<file path="src/rtl/ict_pkg.sv">
// ----------------------------------------------------------------------------
// ict_pkg
// Types and codes shared by the inflight command tracker modules.
// ----------------------------------------------------------------------------
package ict_pkg;

	localparam logic [1:0] CMD_SEND  = 2'd0;
	localparam logic [1:0] CMD_RESP  = 2'd1;
	localparam logic [1:0] CMD_TICK  = 2'd2;
	localparam logic [1:0] CMD_QUERY = 2'd3;

	localparam logic [3:0] K_SENT      = 4'd0;
	localparam logic [3:0] K_FULL      = 4'd1;
	localparam logic [3:0] K_MATCHED   = 4'd2;
	localparam logic [3:0] K_UNMATCHED = 4'd3;
	localparam logic [3:0] K_BAD_TYPE  = 4'd4;
	localparam logic [3:0] K_RESEND    = 4'd5;
	localparam logic [3:0] K_TIMEOUT   = 4'd6;
	localparam logic [3:0] K_TICK_DONE = 4'd7;
	localparam logic [3:0] K_QUERY     = 4'd8;

	localparam logic [3:0] MT_AEM_RESP  = 4'd1;
	localparam logic [3:0] MT_AA_RESP   = 4'd3;

	localparam int         NW         = 5;
	localparam logic [NW-1:0] MAX_RES = 5'd16;
	localparam logic [15:0] TMO_RESET = 16'd250;

	typedef struct packed {
		logic        valid;
		logic [15:0] seq;
		logic [15:0] tag;
		logic        flag;
		logic        retried;
		logic [15:0] timer;
	} entry_t;

	typedef struct packed {
		logic [3:0]  kind;
		logic [15:0] seq;
		logic [15:0] tag;
		logic        flag;
		logic [3:0]  slot;
		logic        found;
	} res_t;

	// walk control seen by the head cell
	typedef struct packed {
		logic [1:0]  cmd;
		logic [15:0] tag;
		logic        flag;
		logic [15:0] rseq;
		logic        type_ok;
		logic        done;
		logic        budget_spent;
		logic [15:0] tmo;
		logic [15:0] next_seq;
	} ctrl_t;

	typedef struct packed {
		logic hit;
		res_t res;
	} hit_t;

endpackage

</file>
<file path="src/rtl/ict_cell.sv">
// ----------------------------------------------------------------------------
// ict_cell
// One table entry of the ring; takes its neighbor's entry on shift.
// ----------------------------------------------------------------------------
module ict_cell (
	input  logic            clk,
	input  logic            arst_n,
	input  logic            shift,
	input  ict_pkg::entry_t d,
	output ict_pkg::entry_t q
);
	import ict_pkg::*;

	logic   valid_q;
	entry_t data_q;

	always_ff @(posedge clk or negedge arst_n) begin
		if (!arst_n) begin
			valid_q <= 1'b0;
		end else if (shift) begin
			valid_q <= d.valid;
		end
	end

	always_ff @(posedge clk) begin
		if (shift) begin
			data_q <= d;
		end
	end

	always_comb begin
		q       = data_q;
		q.valid = valid_q;
	end

endmodule

</file>
<file path="src/rtl/ict_head.sv">
// ----------------------------------------------------------------------------
// ict_head
// Per-entry update at the head of the ring for the item being walked.
// ----------------------------------------------------------------------------
module ict_head (
	input  ict_pkg::ctrl_t  ctrl,
	input  ict_pkg::entry_t cur,
	input  logic [3:0]      slot_idx,
	output ict_pkg::entry_t nxt,
	output ict_pkg::hit_t   hd
);
	import ict_pkg::*;

	always_comb begin
		nxt = cur;
		hd  = '0;
		case (ctrl.cmd)
			CMD_SEND: begin
				if (!ctrl.done && !cur.valid) begin
					nxt.valid   = 1'b1;
					nxt.seq     = ctrl.next_seq;
					nxt.tag     = ctrl.tag;
					nxt.flag    = ctrl.flag;
					nxt.retried = 1'b0;
					nxt.timer   = ctrl.tmo;
					hd.hit      = 1'b1;
					hd.res      = '{K_SENT, ctrl.next_seq, ctrl.tag, ctrl.flag, slot_idx, 1'b0};
				end
			end
			CMD_RESP: begin
				if (ctrl.type_ok && !ctrl.done && cur.valid && cur.seq == ctrl.rseq) begin
					nxt.valid = 1'b0;
					hd.hit    = 1'b1;
					hd.res    = '{K_MATCHED, cur.seq, cur.tag, cur.flag, slot_idx, 1'b0};
				end
			end
			CMD_TICK: begin
				if (cur.valid) begin
					if (cur.timer > 16'd1) begin
						nxt.timer = cur.timer - 16'd1;
					end else if (!ctrl.budget_spent) begin
						hd.hit = 1'b1;
						if (!cur.retried) begin
							nxt.retried = 1'b1;
							nxt.timer   = ctrl.tmo;
							hd.res = '{K_RESEND, cur.seq, cur.tag, cur.flag, slot_idx, 1'b0};
						end else begin
							nxt.valid = 1'b0;
							hd.res = '{K_TIMEOUT, cur.seq, cur.tag, cur.flag, slot_idx, 1'b0};
						end
					end
				end
			end
			default: begin
				if (!ctrl.done && cur.valid && cur.tag == ctrl.tag) begin
					hd.hit = 1'b1;
					hd.res = '{K_QUERY, cur.seq, cur.tag, cur.flag, slot_idx, 1'b1};
				end
			end
		endcase
	end

endmodule

</file>
<file path="src/rtl/inflight_command_tracker.sv">
// ----------------------------------------------------------------------------
// inflight_command_tracker
// Table of outstanding commands kept in a rotating ring of entry cells.
// ----------------------------------------------------------------------------
// After an item is accepted, the ring rotates one slot per cycle past the head cell
// while no output stall holds it, then the final result is loaded into the output.
// A stalled output holds things up: each extra tick result and the final one wait.
// Reset empties the table, zeroes the sequence counter, sets timeout to 250.
// One item in flight at a time; in_stall stays high while an item is walked.
module inflight_command_tracker #(
	parameter int TABLE_DEPTH = 16
) (
	input  logic        clk,
	input  logic        arst_n,
	input  logic        cfg_we,
	input  logic [15:0] cfg_wdata,
	input  logic        in_valid,
	output logic        in_stall,
	input  logic [1:0]  cmd,
	input  logic [15:0] tag,
	input  logic        notify_flag,
	input  logic [15:0] resp_seq,
	input  logic [3:0]  resp_type,
	output logic        out_valid,
	input  logic        out_stall,
	output logic [3:0]  kind,
	output logic [15:0] seq_out,
	output logic [15:0] tag_out,
	output logic        flag_out,
	output logic [3:0]  slot,
	output logic        found,
	output logic        last
);
	import ict_pkg::*;

	localparam int CW = (TABLE_DEPTH > 1) ? $clog2(TABLE_DEPTH) : 1;
	localparam logic [CW-1:0] LastIdx = CW'(TABLE_DEPTH - 1);

	typedef enum logic [1:0] {ST_IDLE, ST_WALK, ST_FIN} state_t;

	state_t        state_q;
	logic [CW-1:0] cnt_q;
	logic [1:0]    cmd_q;
	logic [15:0]   tag_q;
	logic          flag_q;
	logic [15:0]   rseq_q;
	logic          type_ok_q;
	logic          done_q;
	logic [NW-1:0] n_q;
	logic [15:0]   next_seq_q;
	logic [15:0]   tmo_q;
	logic          pend_v_q;
	res_t          pend_q;
	logic          out_v_q;
	res_t          out_q;
	logic          out_last_q;

	entry_t ring [TABLE_DEPTH];
	entry_t head_nxt;
	ctrl_t  ctrl;
	hit_t   hd;
	res_t   dflt;
	logic   out_busy;
	logic   step;
	logic   push_pend;
	logic   fin_go;

	// Cell 0 is the head; entries move toward it, the processed head
	// entry re-enters at the tail. After TABLE_DEPTH shifts the ring is
	// back in slot order.
	for (genvar k = 0; k < TABLE_DEPTH; k++) begin : g_ring
		if (k == TABLE_DEPTH - 1) begin : g_tail
			ict_cell u_cell (.clk(clk), .arst_n(arst_n), .shift(step),
				.d(head_nxt), .q(ring[k]));
		end else begin : g_mid
			ict_cell u_cell (.clk(clk), .arst_n(arst_n), .shift(step),
				.d(ring[k+1]), .q(ring[k]));
		end
	end

	always_comb begin
		ctrl.cmd          = cmd_q;
		ctrl.tag          = tag_q;
		ctrl.flag         = flag_q;
		ctrl.rseq         = rseq_q;
		ctrl.type_ok      = type_ok_q;
		ctrl.done         = done_q;
		ctrl.budget_spent = (n_q >= MAX_RES);
		ctrl.tmo          = tmo_q;
		ctrl.next_seq     = next_seq_q;
	end

	ict_head u_head (
		.ctrl(ctrl), .cur(ring[0]), .slot_idx(4'(cnt_q)), .nxt(head_nxt), .hd(hd)
	);

	assign out_busy = out_v_q && out_stall;
	// A hit pushes the pending result out; hold the ring if that can't happen.
	assign step = (state_q == ST_WALK) && !(hd.hit && pend_v_q && out_busy);
	// earlier tick result moves to the output, it is not the final one
	assign push_pend = step && hd.hit && pend_v_q;
	assign fin_go    = (state_q == ST_FIN) && !out_busy;

	// Result when nothing in the table answered the item.
	always_comb begin
		dflt = '0;
		case (cmd_q)
			CMD_SEND: dflt.kind = K_FULL;
			CMD_RESP: dflt.kind = type_ok_q ? K_UNMATCHED : K_BAD_TYPE;
			CMD_TICK: dflt.kind = K_TICK_DONE;
			default:  dflt.kind = K_QUERY;
		endcase
	end

	always_ff @(posedge clk or negedge arst_n) begin
		if (!arst_n) begin
			state_q    <= ST_IDLE;
			cnt_q      <= '0;
			cmd_q      <= CMD_SEND;
			tag_q      <= '0;
			flag_q     <= 1'b0;
			rseq_q     <= '0;
			type_ok_q  <= 1'b0;
			done_q     <= 1'b0;
			n_q        <= '0;
			next_seq_q <= '0;
			tmo_q      <= TMO_RESET;
			pend_v_q   <= 1'b0;
			pend_q     <= '0;
			out_v_q    <= 1'b0;
			out_q      <= '0;
			out_last_q <= 1'b0;
		end else begin
			if (cfg_we) begin
				tmo_q <= cfg_wdata;
			end
			if (push_pend || fin_go) begin
				out_q      <= (fin_go && !pend_v_q) ? dflt : pend_q;
				out_v_q    <= 1'b1;
				out_last_q <= fin_go;
			end else if (out_v_q && !out_stall) begin
				out_v_q <= 1'b0;
			end
			case (state_q)
				ST_IDLE: begin
					if (in_valid) begin
						cmd_q     <= cmd;
						tag_q     <= tag;
						flag_q    <= notify_flag;
						rseq_q    <= resp_seq;
						type_ok_q <= (resp_type == MT_AEM_RESP) || (resp_type == MT_AA_RESP);
						cnt_q     <= '0;
						done_q    <= 1'b0;
						n_q       <= '0;
						pend_v_q  <= 1'b0;
						state_q   <= ST_WALK;
					end
				end
				ST_WALK: begin
					if (step) begin
						if (hd.hit) begin
							pend_q   <= hd.res;
							pend_v_q <= 1'b1;
							done_q   <= 1'b1;
							n_q      <= n_q + NW'(1);
							if (cmd_q == CMD_SEND) begin
								next_seq_q <= next_seq_q + 16'd1;
							end
						end
						cnt_q <= cnt_q + CW'(1);
						if (cnt_q == LastIdx) begin
							state_q <= ST_FIN;
						end
					end
				end
				ST_FIN: begin
					if (!out_busy) begin
						pend_v_q <= 1'b0;
						state_q  <= ST_IDLE;
					end
				end
				default: state_q <= ST_IDLE;
			endcase
		end
	end

	assign in_stall  = (state_q != ST_IDLE);
	assign out_valid = out_v_q;
	assign kind      = out_q.kind;
	assign seq_out   = out_q.seq;
	assign tag_out   = out_q.tag;
	assign flag_out  = out_q.flag;
	assign slot      = out_q.slot;
	assign found     = out_q.found;
	assign last      = out_last_q;

endmodule

</file>
<file path="config.mk">
export PLATFORM = sky130hd
export DESIGN_NAME = inflight_command_tracker
export DESIGN_NICKNAME = d
export VERILOG_FILES = /design/src/rtl/ict_pkg.sv /design/src/rtl/ict_cell.sv /design/src/rtl/ict_head.sv /design/src/rtl/inflight_command_tracker.sv
export SDC_FILE = /design/constraint.sdc
export NUM_CORES = 1
export LEC_CHECK = 0
export ABC_AREA = 1
export BUFFER_PORTS_ARGS = -buffer_cell sky130_fd_sc_hd__buf_4
export CAP_MARGIN = 5
export CORE_ASPECT_RATIO = 0.8
export CORE_MARGIN = 10
export CORE_UTILIZATION = 52
export DETAILED_ROUTE_END_ITERATION = 8
export PLACE_DENSITY = 0.78
export SKIP_LAST_GASP = 1
export SLEW_MARGIN = 15
export SYNTH_ARGS = -nofsm -noshare
export SYNTH_HDL_FRONTEND = slang
export SYNTH_SLANG_ARGS = --single-unit
</file>
<file path="constraint.sdc">
create_clock -name clk -period 11.8 [get_ports clk]
set_input_delay 0.59 -clock clk [delete_from_list [all_inputs] [get_ports clk]]
set_output_delay 0.59 -clock clk [all_outputs]
set_load 0.02 [all_outputs]
</file>
## Word-level counts from Yosys, hierarchy flattened

Index checks and enable logic that the tools add are counted.

- Logic and storage cells: 223
- Input bits: 60
- Register bits: 983

- Mux-type cells: 45
- Add/subtract/negate cells: 4
- Eq/ne operators: 14
- Reduce and logical (&&, ||, !) cells: 36
- Magnitude comparators: 2

Operators by type and width:

| cell | count |
|---|---|
| 43-bit 2-to-1 mux | 6 |
| 43-bit one-hot mux with 3 select lines | 1 |
| 51-bit 2-to-1 mux | 1 |
| 42-bit 2-to-1 mux | 1 |
| 40-bit 2-to-1 mux | 1 |
| 17-bit 2-to-1 mux | 2 |
| 17-bit one-hot mux with 2 select lines | 1 |
| 33-bit 2-to-1 mux | 1 |
| 16-bit == test | 2 |
| 16-bit 2-to-1 mux | 2 |
| 16-bit by 1-bit adder with 16-bit output, second input constant | 1 |
| 16-bit by 1-bit greater-than comparator with 1-bit output, second input constant | 1 |
| 16-bit by 1-bit subtractor with 16-bit output, second input constant | 1 |
| 1-bit logical AND | 15 |
| 5-bit 2-to-1 mux | 3 |
| 1-bit 2-to-1 mux | 12 |
| 4-bit one-hot mux with 3 select lines | 1 |
| 4-bit AND reduction | 3 |
| 5-bit one-hot mux with 2 select lines | 1 |
| 2-bit 2-to-1 mux | 4 |
| 4-bit 2-to-1 mux | 2 |
| 2-bit != test, second input constant | 4 |
| 4-bit one-hot mux with 2 select lines | 1 |
| 1-bit zero test | 6 |
| 20 further kinds | 28 |

## Logic depth before layout (Yosys ltp)

Gate-level depths: netlist of run 1.

- Depth after elaboration: 14
- Depth in mapped cells: 15
- Mapped depth without buffers: 14

## Hierarchy

Synthesis of run 1 repeated with hierarchy kept, for this count alone.

- Cell total of the unflattened synthesis: 2299
- Area, all modules: 34583.2 µm²

Modules (own cells, without submodules):

| module | area an instance (µm²) | cells an instance | seq. area each (µm²) | instances |
|---|---|---|---|---|
| ict_cell | 1549.0 | 56 | 1526.5 | 16 |
| inflight_command_tracker | 7025.5 | 798 | 4186.5 | 1 |
| ict_head | 2773.9 | 605 | 0.0 | 1 |

## Worst setup path before layout of run 1

Ideal clock, no wire load.

- Path type: reg2reg
- From: register g_ring[0].g_mid.u_cell.data_q (netlist bit g_ring[0].g_mid.u_cell.q[0])
- To: register g_ring[0].g_mid.u_cell.data_q (netlist bit g_ring[0].g_mid.u_cell.q[0]) (enable)
- Setup time: 0.822 ns
- Buffers on the path: 1
- Data arrival time: 10.902 ns
- Stages on the path, launching flop included: 13
- Path slack: 0.076 ns
- Required time: 10.978 ns
- Cells stage by stage: edfxtp_1 inv_1 ha_1 nand2_1 nor2_4 inv_2 nand2_2 nand4_2 nand4_2 nand2_1 nand2_2 inv_2 buf_2

- Cells in the longest elaborated chain, start to end: 8

RTL lines:

| item | line | RTL |
|---|---|---|
| from (decl) | ict_cell.sv:15 | `entry_t data_q;` |
| from (signal assigned) | ict_cell.sv:27 | `data_q <= d;` |
| 16-bit by 1-bit greater-than comparator with 1-bit output | ict_head.sv:39 | `if (cur.timer > 16'd1) begin` |
| 43-bit 2-to-1 mux | ict_head.sv:39 |  |
| 43-bit 2-to-1 mux | ict_head.sv:38 | `if (cur.valid) begin` |
| 43-bit one-hot mux with 3 select lines | ict_head.sv:17 | `case (ctrl.cmd)` |
| 1-bit logical AND (2 in series) | inflight_command_tracker.sv:99 | `assign step = (state_q == ST_WALK) && !(hd.hit && pend_v_q && out_busy);` |
| 1-bit zero test | inflight_command_tracker.sv:99 |  |
| 1-bit logical AND | inflight_command_tracker.sv:99 |  |
| net g_ring[0].g_mid.u_cell.shift | ict_cell.sv:8 | `input logic shift,` |

The timed path passes the listed nets, and every way through them passes these cells.
A chain may end at the register's enable or synchronous reset.

## Worst setup path after layout of run 1

- From: register cmd_q[0]
- To: register g_ring[8].g_mid.u_cell.data_q (netlist bit g_ring[8].g_mid.u_cell.q[42]) (enable)

- Cells in the longest elaborated chain, start to end: 6
- Elaborated cells on any way between the ends: 8
- Those cells by class: eq/ne: 2; mux: 1; reduce/logical: 5

RTL lines:

| item | line | RTL |
|---|---|---|
| from (decl) | inflight_command_tracker.sv:43 | `logic [1:0] cmd_q;` |
| from (signal assigned) | inflight_command_tracker.sv:147 | `cmd_q <= cmd;` |
| 2-bit == test, or another cell as far along | ict_head.sv:17 |  |
| 43-bit one-hot mux with 3 select lines (*) | ict_head.sv:17 |  |
| 1-bit logical AND (*) (2 in series) | inflight_command_tracker.sv:99 |  |
| 1-bit zero test (*) | inflight_command_tracker.sv:99 |  |
| 1-bit logical AND (*) | inflight_command_tracker.sv:99 |  |
| to (signal assigned) | ict_cell.sv:27 |  |
| to (decl) | ict_cell.sv:15 |  |

Mark *: on every way between the ends. The rest lies on a longest branch, timed or not.

==> results of run 1 <==
## stage by stage
step                total power [mW]  hold slack, ns  cell area [um2]  setup slack (ns)  instances
floorplan                       8.71           0.294            34200            0.0761       2190
global placement                8.96           0.400            35900              6.24       3104
detailed placement              9.15           0.405            35900              6.06       3104
CTS                             12.0          0.0863            38800              6.05       3276
global route                    12.6          0.0915            38900              5.57       3277
finish                          11.9          0.0452            38900              6.05       3278
## critical path, stage by stage (launching register included)
cell and delay, ns:
dfrtp_1 0.76, nor2_1 0.23, inv_2 0.32, nor2_4 0.05
inv_2 0.05, buf_4 0.45, nand4_2 0.34, nand2_1 0.19
nand2_2 0.28, inv_8 0.74, buf_12 0.73, buf_12 0.76
## area by class of cell
cell class | instances | area (um2)
antenna | 1 | 2.50
clock buffer | 119 | 2420
clock inverter | 53 | 492
fill | 4738 | 26600
inverter | 167 | 634
multi-input combinational | 981 | 4720
sequential | 982 | 28600
tap | 860 | 1080
timing repair buffer | 115 | 927
## state kept, by name, indices dropped and copies added, names as in the netlist, 15 cells and up
name                         cells
g_ring.g_mid.u_cell.q          750
g_ring.g_tail.u_cell.q          50
pend_q                          41
next_seq_q                      16
rseq_q                          16
seq_out                         16
tag_out                         16
tag_q                           16
tmo_q                           16
g_ring.g_mid.u_cell.valid_q     15
## worst max path at each step
stage	endpoint	slack, ns	cells after the start
after floorplan	g_ring[0].g_mid.u_cell.q[0]	0.08	12
after global placement	g_ring[15].g_tail.u_cell.q[38]	6.24	11
after detailed placement	g_ring[14].g_mid.u_cell.q[44]	6.06	11
after CTS	g_ring[14].g_mid.u_cell.q[48]	6.05	11
after global routing	g_ring[0].g_mid.u_cell.q[38]	5.57	11
final	g_ring[8].g_mid.u_cell.q[42]	6.05	11
## report_power, final
part / switching, mW / total (mW) / internal, mW / leakage [nW]
clock: 1.26 / 2.81 / 1.56 / 1.39
combinational: 1.67 / 2.18 / 0.502 / 3.45
sequential: 0.655 / 6.95 / 6.30 / 10.1
total: 3.58 / 11.9 / 8.36 / 15.0
## Yosys cell counts (13+ instances only)
master and instances:
a21oi_1 38, a22oi_1 13, buf_2 17, clkbuf_1 34, dfrtp_1 176, edfxtp_1 800
inv_1 158, nand2_1 458, nand3_1 93, nor2_1 85, nor3_1 15, o21ai_0 144
o21bai_1 20, xnor2_1 14, xor2_1 16
## kinds of logic (layout without fill, tap and decap cells)
family / Yosys count / after routing / share of synthesized area
muxes: 2 / 2 / 0.000659
adders and majority gates: 6 / 6 / 0.00220
xor gates and xnor gates: 30 / 30 / 0.00768
and+or+nand+nor: 689 / 689 / 0.0842
other: 0 / 1 / 0
buffers and inverters: 227 / 454 / 0.0267
DFF: 982 / 982 / 0.836
AOI/OAI and AO/OA: 254 / 254 / 0.0426
## routing by layer
layer / part of all wire / vias to the layer above
met1: 0.46 / 8742
li1: - / 8043
met5: 0.00093 / -
met4: 0.035 / 10
met2: 0.43 / 625
met3: 0.073 / 163
==> flow_metrics.env, run 1 <==
export IMPL_grt_busiest_layer="met1"
export IMPL_start_util=0.522
export IMPL_die_w_um=307
export IMPL_cts_root_buf="clkbuf_16"
export IMPL_crit_fanout=215
export IMPL_rrSetupSlack_ns=6.05
export IMPL_final_core_util=0.593
export IMPL_status="complete, no violations"
export IMPL_drv_slew=0
export IMPL_hp_class="in2async"
export IMPL_boundaryPins=105
export IMPL_nets=2404
export IMPL_timing_rr_end="g_ring[8].g_mid.u_cell.q[42]"
export IMPL_synth_area_leaders="edfxtp_1, dfrtp_1, nand2_1, o21ai_0, inv_1"
export IMPL_dieArea_um2=76500
export IMPL_first_pass_iters=5
export IMPL_clkLatencyLatePin_ns=0.65
export IMPL_vias=17600
export IMPL_crit_required_ns=12.06
export IMPL_use_met3=0.0423
export IMPL_synth_ff_type="edfxtp_1"
export IMPL_synth_seq_area_share=0.836
export IMPL_cts_setup_buffers=0
export IMPL_synth_top_area_frac=0.703
export IMPL_syn_inst=2190
export IMPL_p_leak_nw=15.0
export IMPL_wl_per_cell_um=19.3
export IMPL_num_rows=84
export IMPL_cts_resized=0
export IMPL_rsz0062_at_grt="false"
export IMPL_initialDrtViolationCount=1693
export IMPL_reg2reg_from="cmd_q[0]"
export IMPL_ys_warn_count=0
export IMPL_mostFrequentLayoutCell="edfxtp_1"
export IMPL_hold_viol_final=0
export IMPL_drive_above_1_share=0.116
export IMPL_reg2reg_depth=11
export IMPL_dp_hpwl_um=37700
export IMPL_drv_cap=0
export IMPL_grtUsageMet2=0.232
export IMPL_relSlewSlack=0.247
export IMPL_final_cell_mix="edfxtp_1, nand2_1, dfrtp_1, inv_1, o21ai_0"
export IMPL_first_global_vias=17500
export IMPL_yosysTopAreaCell="edfxtp_1"
export IMPL_p_per_area_nw_per_um2=307
export IMPL_setup_tns_ns=0
export IMPL_clock_sinks=982
export IMPL_io_buffers=103
export IMPL_place_congestion=0.933
export IMPL_grt_max_degree=241
export IMPL_grt_pass1_wl_um=98900
export IMPL_drc=0
export IMPL_synth_seq_cells=982
export IMPL_arrival_ns=6.01
export IMPL_path_class="reg2reg"
export IMPL_syn_nets=2256
export IMPL_core_area_um2=65500
export IMPL_hold_buffers=0
export IMPL_clockBufferDepth=3
export IMPL_worstMarginPinSlew_ns=1.13
export IMPL_start_kind="register"
export IMPL_h_tree_depth=3
export IMPL_peakVddDrop_mv=0.322
export IMPL_layout_min_cycle_time_ns=5.75
export IMPL_grt_antenna_before_repair=6
export IMPL_async_flop_share=0.185
export IMPL_syn_cell_area_um2=34200
export IMPL_synth_edf_count=800
export IMPL_cts_tree="built"
export IMPL_cts_clk_slew_worst_paths_ns=0.06
export IMPL_syn_area_per_cell_um2=15.6
export IMPL_fmax_mhz=174
export IMPL_cts_buffers=91
export IMPL_viasPerCell=5.36
export IMPL_grt_use_met1=0.242
export IMPL_routed_wl_um=63200
export IMPL_cp_end_kind="register"
export IMPL_startpoint="cmd_q[0]"
export IMPL_clock_skew_ns=0.0496
export IMPL_area_growth_pct=13.6
export IMPL_timing_final_crit_share=0.487
export IMPL_finalSetupViolations=0
export IMPL_ys_types=46
export IMPL_die_h_um=249
export IMPL_ant_nets=0
export IMPL_grt_usage=0.165
export IMPL_grt_remaining_overflow=0
(Power assumes the default switching activity.)
==> run 2: changes to the inputs <==
==> constraint.sdc (replaced) <==
create_clock -name clk -period 4.95 [get_ports clk]
set_input_delay 0.2475 -clock clk [delete_from_list [all_inputs] [get_ports clk]]
set_output_delay 0.2475 -clock clk [all_outputs]
set_load 0.02 [all_outputs]
==> flow_metrics.env, run 2 (synthesis gave the netlist of run 1 again) <==
export IMPL_dieArea_um2=76500
export IMPL_cp_top_family="simple AND/OR/NAND/NOR gates"
export IMPL_grt_usage=0.171
export IMPL_ant_nets=0
export IMPL_crit_fanout=45
export IMPL_drc=1
export IMPL_setup_tns_ns=0
export IMPL_clock_sinks=982
export IMPL_vias=18000
export IMPL_start_kind="register"
export IMPL_largest_register_ffs=750
export IMPL_clock_skew_ns=0.0358
export IMPL_status="finished, violations left"
export IMPL_worstMarginPinSlew_ns=1.14
export IMPL_num_rows=84
export IMPL_rsz0062_at_grt="false"
export IMPL_place_congestion=0.856
export IMPL_grt_pass1_wl_um=102000
export IMPL_core_area_um2=65500
export IMPL_boundaryPins=105
export IMPL_cp_end_kind="register"
export IMPL_relSlewSlack=0.235
export IMPL_hp_class="in2reg"
export IMPL_nets=2473
export IMPL_hold_viol_final=0
export IMPL_violations="DRC"
export IMPL_cts_resized=0
export IMPL_h_tree_depth=3
export IMPL_peakVddDrop_mv=0.501
export IMPL_routed_wl_um=65700
export IMPL_grt_remaining_overflow=0
export IMPL_drv_cap=0
export IMPL_die_w_um=307
export IMPL_area_growth_pct=15.4
export IMPL_cts_root_buf="clkbuf_16"
export IMPL_cts_clk_slew_worst_paths_ns=0.06
export IMPL_n_antenna_cell=0
export IMPL_arrival_ns=4.65
export IMPL_crit_required_ns=5.52
export IMPL_timing_final_crit_share=0.825
export IMPL_mostFrequentLayoutCell="edfxtp_1"
export IMPL_grt_max_degree=147
export IMPL_hold_slack_ns=0.0158
export IMPL_final_cell_mix="edfxtp_1, nand2_1, dfrtp_1, inv_1, o21ai_0"
export IMPL_clkLatencyLatePin_ns=0.65
export IMPL_path_cells="nor2_4, inv_2, nor2_4, nand4_2, nand4_2, nand3_4, inv_2, nand2_4, nand2_4, nand2_1, nand2_1"
export IMPL_viasPerCell=5.39
export IMPL_first_global_vias=18000
export IMPL_layout_min_cycle_time_ns=4.08
export IMPL_cts_setup_buffers=0
export IMPL_die_h_um=249
export IMPL_io_buffers=103
export IMPL_hold_buffers=60
export IMPL_clockBufferDepth=3
export IMPL_p_per_area_nw_per_um2=724
export IMPL_wl_per_cell_um=19.7
export IMPL_first_pass_iters=7
export IMPL_cts_tree="built"
export IMPL_crit_buf_inv=2
export IMPL_dp_hpwl_um=39000
export IMPL_path_class="reg2reg"
export IMPL_drv_slew=0
export IMPL_grt_antenna_before_repair=0
export IMPL_drive_above_1_share=0.116
export IMPL_start_util=0.522
export IMPL_cts_buffers=88
export IMPL_cpMaxStageDelayCell="dfrtp_1"
export IMPL_fmax_mhz=245
export IMPL_finalSetupViolations=0
export IMPL_cpPeakStageDelay_ns=0.63
export IMPL_initialDrtViolationCount=1773
export IMPL_p_leak_nw=15.2
==> run 2: where the power goes <==
part / internal, mW / total [mW] / leakage (nW) / switching (mW)
Sequential: 15.0 / 16.5 / 10.1 / 1.58
Clock: 3.64 / 6.57 / 1.36 / 2.93
Combinational: 1.32 / 5.45 / 3.76 / 4.13
Total: 19.9 / 28.6 / 15.2 / 8.64
==> run 2: final timing paths <==
| kind | start | cells after the start | slack [ns] | endpoint |
|---|---|---|---|---|
| max in group asynchronous | arst_n | 3 | 3.70 | rseq_q[9] |
| min in group asynchronous | arst_n | 2 | 0.09 | last |
| setup / recovery | cmd_q[0] | 11 | 0.87 | slot[0] |
| hold / removal | resp_type[2] | 4 | 0.02 | type_ok_q |
| setup reg to reg | cmd_q[0] | 11 | 0.87 | slot[0] |
| hold reg to reg | g_ring[1].g_mid.u_cell.q[8] | 0 | 0.40 | g_ring[0].g_mid.u_cell.q[8] |
==> run 2: worst reg2reg max path: stages (launching register included) <==
cell and delay, ns:
dfrtp_1 0.63, nor2_4 0.48, inv_2 0.19, nor2_4 0.30, nand4_2 0.21, nand4_2 0.23, nand3_4 0.34, inv_2 0.34
nand2_4 0.41, nand2_4 0.62, nand2_1 0.16, nand2_1 0.11
==> run 2: stage by stage <==
step / std cells / setup WS [ns] / utilization / power [mW] / instance area, um2
3_5_place_dp: 3117 / 0.946 / 0.551 / 22.0 / 36100
2_1_floorplan: 2190 / 0.628 / - / 19.6 / 34200
3_3_place_gp: 3117 / 1.10 / 0.551 / 21.5 / 36100
4_1_cts: 3341 / 0.922 / 0.603 / 28.8 / 39500
5_1_grt: 3341 / 0.573 / 0.603 / 30.0 / 39500
6_report: 3341 / 0.867 / 0.603 / 28.6 / 39500
==> run 2: layout make-up <==
class | instances | area, um2
sequential | 982 | 28600
fill | 4629 | 26000
clock inverter | 47 | 363
tap | 860 | 1080
clock buffer | 117 | 2430
timing repair buffer | 187 | 1650
multi-input combinational | 981 | 4720
inverter | 167 | 634
==> run 2: metal layers <==
metal / GRT usage / share of wire / up-vias
met5: 0 / 0 / -
met4: 0.0593 / 0.030 / 0
met3: 0.0355 / 0.064 / 142
met2: 0.246 / 0.44 / 671
met1: 0.257 / 0.46 / 9037
li1: - / - / 8163
==> run 3: changes to the inputs <==
==> constraint.sdc (replaced) <==
create_clock -name clk -period 3.67 [get_ports clk]
set_input_delay 0.1835 -clock clk [delete_from_list [all_inputs] [get_ports clk]]
set_output_delay 0.1835 -clock clk [all_outputs]
set_load 0.02 [all_outputs]
==> flow_metrics.env, run 3 (synthesis gave the netlist of run 1 again) <==
export IMPL_grt_pass1_wl_um=104000
export IMPL_drv_cap=0
export IMPL_relSlewSlack=0.477
export IMPL_hp_class="in2reg"
export IMPL_die_h_um=249
export IMPL_boundaryPins=105
export IMPL_vias=18100
export IMPL_cts_setup_buffers=0
export IMPL_final_core_util=0.610
export IMPL_crit_required_ns=4.01
export IMPL_h_tree_depth=3
export IMPL_dieArea_um2=76500
export IMPL_start_kind="register"
export IMPL_routed_wl_um=65800
export IMPL_rsz0062_at_grt="false"
export IMPL_timing_final_crit_share=0.904
export IMPL_p_per_area_nw_per_um2=979
export IMPL_initialDrtViolationCount=1978
export IMPL_worstMarginPinSlew_ns=0.784
export IMPL_cts_tree="built"
export IMPL_dp_hpwl_um=39100
export IMPL_grt_antenna_before_repair=0
export IMPL_drc=0
export IMPL_drive_above_1_share=0.125
export IMPL_grt_remaining_overflow=0
export IMPL_wl_per_cell_um=19.5
export IMPL_nets=2497
export IMPL_grt_max_degree=134
export IMPL_crit_buf_inv=2
export IMPL_die_w_um=307
export IMPL_mostFrequentLayoutCell="edfxtp_1"
export IMPL_fmax_mhz=301
export IMPL_path_class="reg2reg"
export IMPL_cpPeakStageDelay_ns=0.46
export IMPL_num_rows=84
export IMPL_path_cells="xnor2_1, nand2_1, nor2_1, nand4_1, nand4_4, nand2_2, nand2_4, clkinv_16, buf_4"
export IMPL_viasPerCell=5.37
export IMPL_fillers=4570
export IMPL_cp_top_family="simple AND/OR/NAND/NOR gates"
export IMPL_setup_tns_ns=0
export IMPL_clock_sinks=982
export IMPL_cts_clk_slew_worst_paths_ns=0.06
export IMPL_grt_usage=0.173
export IMPL_cp_end_kind="register"
export IMPL_clock_skew_ns=0.0429
export IMPL_layout_min_cycle_time_ns=3.32
export IMPL_final_cell_mix="edfxtp_1, nand2_1, dfrtp_1, inv_1, o21ai_0"
export IMPL_cts_root_buf="clkbuf_16"
export IMPL_first_global_vias=18300
export IMPL_cts_buffers=88
export IMPL_first_pass_iters=6
export IMPL_clockBufferDepth=3
export IMPL_core_area_um2=65500
export IMPL_drv_slew=0
export IMPL_peakVddDrop_mv=0.595
export IMPL_ant_nets=0
export IMPL_cpMaxStageDelayCell="edfxtp_1"
export IMPL_n_antenna_cell=0
export IMPL_start_util=0.522
export IMPL_crit_fanout=133
export IMPL_area_growth_pct=16.8
export IMPL_arrival_ns=3.66
export IMPL_status="complete, no violations"
export IMPL_clkLatencyLatePin_ns=0.65
export IMPL_io_buffers=103
export IMPL_cts_resized=0
export IMPL_largest_register_ffs=750
export IMPL_finalSetupViolations=0
export IMPL_place_congestion=0.939
export IMPL_hold_viol_final=0
export IMPL_p_leak_nw=15.5
==> run 3: cell types whose count changed in the layout (fill, tap and decap cells not counted), sizes merged <==
cell         change
bufinv           +5
clkinvlp         -2
clkbuf           -5
dlygate4sd3     +15
inv              +2
buf              +9
clkinv           +1
==> run 3: worst paths after layout <==
path / start / to / slack (ns) / cells after the start
max reg2reg: g_ring[0].g_mid.u_cell.q[37] / g_ring[13].g_mid.u_cell.q[40] / 0.35 / 9
max: g_ring[0].g_mid.u_cell.q[37] / g_ring[13].g_mid.u_cell.q[40] / 0.35 / 9
min reg2reg: g_ring[13].g_mid.u_cell.q[1] / g_ring[12].g_mid.u_cell.q[1] / 0.40 / 0
min: cfg_we / tmo_q[5] / 0.02 / 2
max in group asynchronous: arst_n / seq_out[4] / 2.49 / 3
min in group asynchronous: arst_n / tmo_q[2] / 0.13 / 2
==> run 3: metal layers <==
layer,vias up,part of all wire,track usage
met5,-,0,0
li1,8234,-,-
met2,707,0.45,0.257
met4,0,0.029,0.0600
met1,8985,0.44,0.247
met3,157,0.078,0.0422
==> run 3: final cells by class <==
type                       count  area (um2)  area share
clock buffer                 112        2410      0.0602
clock inverter                53         571      0.0143
inverter                     167         653      0.0164
multi-input combinational    981        4760       0.119
sequential                   982       28600       0.716
tap                          860        1080      0.0269
timing repair buffer         211        1890      0.0473
==> run 3: power breakdown <==
| group | internal [mW] | switching [mW] | total (mW) |
|---|---|---|---|
| Combinational | 1.88 | 5.60 | 7.48 |
| Clock | 5.27 | 4.01 | 9.29 |
| Sequential | 20.2 | 2.16 | 22.3 |
==> run 3: through the flow <==
step / hold WS, ns / power (mW) / cells / setup slack (ns) / instance area (um2)
after floorplan: -0.112 / 26.5 / 2190 / -0.129 / 34300
after global placement: 0.238 / 29.0 / 3126 / 0.519 / 36200
after detailed placement: 0.247 / 29.7 / 3126 / 0.437 / 36200
after CTS: 0.00308 / 39.4 / 3366 / 0.418 / 39900
after global routing: 0.0176 / 41.1 / 3366 / 0.178 / 39900
final: 0.0218 / 39.1 / 3366 / 0.351 / 39900
==> run 3: timing repair <==
| action | CTS | global route |
|---|---|---|
| setup endpoints to repair | 0 | 0 |
| hold endpoints to repair | 123 | 0 |
| hold buffers | 75 | 0 |
